## config.mk

```make
export PLATFORM = sky130hd
export DESIGN_NAME = wiau_cell
export DESIGN_NICKNAME = d
export VERILOG_FILES = /design/src/sv/wiau_pkg.sv /design/src/sv/wiau_cell.sv
export SDC_FILE = /design/constraint.sdc
export NUM_CORES = 1
export LEC_CHECK = 0
export BUFFER_PORTS_ARGS = -buffer_cell sky130_fd_sc_hd__buf_2
export CORE_AREA = 2 2 352 354
export DETAILED_ROUTE_END_ITERATION = 8
export DIE_AREA = 0 0 354 356
export RECOVER_POWER = 50
export SYNTH_ARGS = -nofsm -noshare
export SYNTH_HDL_FRONTEND = slang
export SYNTH_SLANG_ARGS = --single-unit
```

## constraint.sdc

```tcl
create_clock -name clk -period 0.8 [get_ports clk]
set_clock_uncertainty 0.1 [all_clocks]
set_input_delay 0.08 -clock clk [delete_from_list [all_inputs] [get_ports clk]]
set_output_delay 0.08 -clock clk [all_outputs]
set_load 0.01 [all_outputs]
```

## src/sv/wiau_pkg.sv

```systemverilog
// ----------------------------------------------------------------------------
// wiau_pkg
// Shared types and constants for the wide integer arithmetic unit.
// ----------------------------------------------------------------------------
`default_nettype none

package wiau_pkg;

	localparam int WordBitsDefault = 128;
	localparam int HalfBits        = 64;
	localparam int DataInBits      = 256;
	localparam int DataOutBits     = 200;

	typedef enum logic [2:0] {
		ACT_ADD = 3'd0,
		ACT_SUB = 3'd1,
		ACT_CMP = 3'd2,
		ACT_MUL = 3'd3,
		ACT_DIV = 3'd4,
		ACT_SHL = 3'd5,
		ACT_SHR = 3'd6,
		ACT_AND = 3'd7
	} act_t;

	localparam logic [1:0] CMP_EQ   = 2'b00;
	localparam logic [1:0] CMP_GT   = 2'b01;
	localparam logic [1:0] CMP_LESS = 2'b11;

	// per-item control carried down the cell row
	typedef struct packed {
		act_t       act;
		logic       ovf;
		logic       dz;
		logic [1:0] cmp;
	} ctrl_t;

endpackage

`default_nettype wire

```

## src/sv/wiau_cell.sv

```systemverilog
// ----------------------------------------------------------------------------
// wiau_cell
// One step of the row: a restoring divide step or a shift-add multiply step,
// other actions pass through.
// ----------------------------------------------------------------------------
`default_nettype none

module wiau_cell #(
	parameter int W = wiau_pkg::WordBitsDefault
) (
	input  wire logic       clk,
	input  wire logic       arst_n,
	input  wire logic       en,
	input  wire logic       in_valid,
	input  wire wiau_pkg::ctrl_t in_ctrl,
	input  wire logic [W-1:0] in_q,
	input  wire logic [W-1:0] in_acc,
	input  wire logic [W-1:0] in_opnd,
	input  wire logic [63:0]  in_r,
	output logic            out_valid_q,
	output wiau_pkg::ctrl_t out_ctrl_q,
	output logic [W-1:0]    out_q_q,
	output logic [W-1:0]    out_acc_q,
	output logic [W-1:0]    out_opnd_q,
	output logic [63:0]     out_r_q
);

	localparam int DivBits = (W > 64) ? 64 : W;

	logic [64:0]     t, d65;
	logic [W-1:0]    p_sh;
	logic [W:0]      psum;
	wiau_pkg::ctrl_t ctrl_d;
	logic [W-1:0]    q_d, acc_d;
	logic [63:0]     r_d;

	assign t     = {in_r, in_q[W-1]};
	assign d65   = 65'(in_opnd[DivBits-1:0]);
	assign p_sh  = in_acc << 1;
	assign psum  = {1'b0, p_sh} + {1'b0, in_opnd};

	always_comb begin
		ctrl_d = in_ctrl;
		q_d    = in_q;
		acc_d  = in_acc;
		r_d    = in_r;
		case (in_ctrl.act)
			wiau_pkg::ACT_DIV: begin
				if (t >= d65) begin
					r_d = 64'(t - d65);
					q_d = {in_q[W-2:0], 1'b1};
				end else begin
					r_d = t[63:0];
					q_d = {in_q[W-2:0], 1'b0};
				end
			end
			wiau_pkg::ACT_MUL: begin
				// bits leaving the top never come back
				ctrl_d.ovf = in_ctrl.ovf | in_acc[W-1];
				if (in_q[W-1]) begin
					acc_d      = psum[W-1:0];
					ctrl_d.ovf = in_ctrl.ovf | in_acc[W-1] | psum[W];
				end else begin
					acc_d = p_sh;
				end
				q_d = {in_q[W-2:0], 1'b0};
			end
			default: ;
		endcase
	end

	always_ff @(posedge clk or negedge arst_n) begin
		if (!arst_n) begin
			out_valid_q <= 1'b0;
		end else if (en) begin
			out_valid_q <= in_valid;
		end
	end

	always_ff @(posedge clk) begin
		if (en) begin
			out_ctrl_q <= ctrl_d;
			out_q_q    <= q_d;
			out_acc_q  <= acc_d;
			out_opnd_q <= in_opnd;
			out_r_q    <= r_d;
		end
	end

endmodule

`default_nettype wire

```

==> run summary <==
status: complete, but fails checks
failing checks: negative hold slack, negative setup slack
CP max FO: 7
RSZ-0062 raised after global routing: true
Cells after Synth: 3361
CTS HTree Levels: 2
final worst path period share: 351%
fin. max-slew vios: 0
initial core utilization: 26.1%
Nets: 6558
cell depth of the worst hold path: 4
1st-pass router iterations: 5
#FFs+latches synth: 456
vias in the first global route: 37800
Max Cap Viol: 0
global-route wire length before repair: 250 mm
HPWL after DPL: 142 mm
Least-Margin Pin Slew: 1.02 ns
Via density: 4.95
syn_area_per_cell: 9.53 um2
initial antenna violation count: 41
setup ws final: -2.01 ns
Clock Latency Late Sink: 0.66 ns
Ports: 915
Setup violations, final: 1120
Placeable Area: 123000 um2
CTS root buf: clkbuf_16
GRT overflow: 0
CTS Sinks: 456
wire per inst: 23.3 um
Area contributors post-synth: edfxtp_1 (43%), ha_1 (7.5%), a21oi_1 (5.9%)
# rows: 129
Fin Hold WS: -0.191 ns
Critical Path End Type: flip-flop
CP Class: in2reg
Cells after DPL: 6989
layout cells sized above 1: 50.2%
minimum clock period: 2.81 ns
Yosys top cell by area: edfxtp_1
Post-synth EDFFs: 455
Main synth FF type: edfxtp_1
P_leak: 0.0266 uW
slew margin rel.: 31.1%
I/O Buffers: 914
Util after Layout: 48.6%
Post-DP Area: 50100 um2
post-synthesis async set-or-reset flop share: 0.219%
residual DRC count: 0
Fin Setup TNS: -645.05 ns
Netlist cell types: 83
clock transition at the registers of the reported paths: 0.07 ns
Startpoint Class: input port
Overall Global Routing Usage: 26.7%
CP Data Required Time: 1.11 ns
Max VDD drop: 1900 uV
dpl ws: -3.25 ns
critical path arrival: 3.11 ns
height of the die: 356 um
Layout area overhead: 86.0%
Seq/Total Area, Yosys: 42.7%
Placer Congestion: 0.986
Routed Antenna Nets: 0
starting DRC count in detailed routing: 2539
total CTS buffers: 54
largest net degree at the start of global routing: 56
Fin. Hold Viols: 22
Cell Area, Synth: 32000 um2
TritonCTS clock tree: done
Finished Layout Cells: 7602
Ys Warns: 0
Chip Width: 354 um
Clock Tree Buf Depth: 3
Power Density: 1550 nW/um2
Synth top area share: 42.7%
FMAX: 356 MHz
routed vias: 37600
die area: 126000 um2
worst r2r path cells: 1
fin area: 59600 um2
WL final: 177 mm
Synthesized Nets: 4014
worst hold path class: in2reg
==> per-layer routing <==
layer	routed length, um	track usage [%]	share of wire (%)
met5	185	0	0.10
met4	8140	10.5	4.6
met3	12600	6.08	7.1
met2	85900	46.4	48
met1	70700	31.9	40
==> final timing paths <==
path / start / end / slack [ns]
setup / recovery: in_opnd[1] / out_r_q[28] / -2.01
max in group asynchronous: arst_n / out_valid_q / 0.33
hold / removal: in_acc[69] / out_acc_q[69] / -0.19
hold reg to reg: out_valid_q / out_valid_q / 0.41
setup reg to reg: out_valid_q / out_valid_q / -0.04
min in group asynchronous: arst_n / out_valid_q / 0.16
==> power by group <==
group	leakage, uW	internal [uW]	total, uW	switching [uW]
logic	0.0213	18300	37000	18700
registers	0.00446	28900	29700	829
clock network	0.000852	14500	25800	11300
==> synth_stat cells (all sizes together) (14+ instances only) <==
library cell    n
o21ai         332
mux2          128
a21boi         15
xnor2         116
o21a           32
ha            192
inv           124
edfxtp        455
nand4          79
a31oi          25
nor3           55
o31ai          21
nand2         395
or3            20
mux2i         114
nand3          31
and3           53
nand2b         17
or2            15
nor2b          17
o211ai         19
o21bai         55
a21oi         381
clkbuf        141
a211oi         14
a21o           83
nor2          212
xor2           55
buf            26
nor4           17
==> cell type report <==
type	instances	area (um2)
Multi-Input combinational cell	2614	21800
Timing Repair Buffer	2655	19800
Tap cell	1637	2050
Antenna cell	17	42.5
Inverter	124	487
Fill cell	11300	63100
Sequential cell	456	13700
Clock inverter	37	410
Clock buffer	62	1380
==> registers in the layout (all words and copies together), names as in the netlist <==
signal	count
out_ctrl_q	7
out_opnd_q	128
out_q_q	128
out_acc_q	128
out_r_q	64
out_valid_q	1
==> kinds of logic (layout without fill, tap and decap cells) <==
family / after synthesis / after routing / share of synthesized area (%)
mux: 242 / 242 / 8.07
simple gates: 944 / 944 / 13.6
compound gates: 1063 / 1063 / 19.8
flops: 456 / 456 / 42.7
xor+xnor: 171 / 171 / 4.68
buf+inv: 291 / 2878 / 3.48
other cells: 0 / 17 / 0
fa+ha+maj: 194 / 194 / 7.62
==> repair_timing <==
action                                 in CTS  in global routing
setup buffers                              23                 46
gates cloned                                3                  1
gates resized for setup                   256                331
setup endpoints to repair                 778                780
endpoints found under the hold margin     814                273
pin swaps                                  98                181
hold buffers                              447                  3
==> metrics by stage <==
| stage | total power (uW) | hold WS, ns |
|---|---|---|
| floorplan | 44700 | -0.316 |
| global placement | 61600 | -0.243 |
| detailed placement | 61700 | -0.241 |
| CTS | 90800 | -0.498 |
| global route | 96300 | -0.199 |
| finish | 92500 | -0.191 |
==> cell usage in the layout (no fill, tap or decap), types with 45 or more instances in the layout <==
master	n
dlygate4sd3_1	449
a21oi_1	258
a21o_1	82
o21ai_0	115
inv_1	102
nand2_1	366
and3_1	47
buf_2	890
a21oi_2	91
xor2_1	46
buf_6	66
xnor2_1	82
mux2i_1	109
nor2_1	185
nand4_1	79
mux2_4	127
buf_4	1180
ha_1	100
buf_12	45
o21ai_1	166
clkbuf_16	55
o21bai_1	52
ha_4	88
edfxtp_1	455
==> critical path, cell delays in order <==
cell       delay [ns]
buf_12           0.12
buf_4            0.13
buf_8            0.11
inv_4            0.05
ha_4             0.19
nor2b_4          0.13
o2111ai_2        0.20
and4b_2          0.36
nor3_4           0.08
a211o_2          0.37
a21o_4           0.24
a31oi_4          0.20
nand2_4          0.14
buf_12           0.20
buf_12           0.13
buf_16           0.13
mux2i_1          0.14
o21ai_1          0.08
Power figures use the tool's default switching activity.
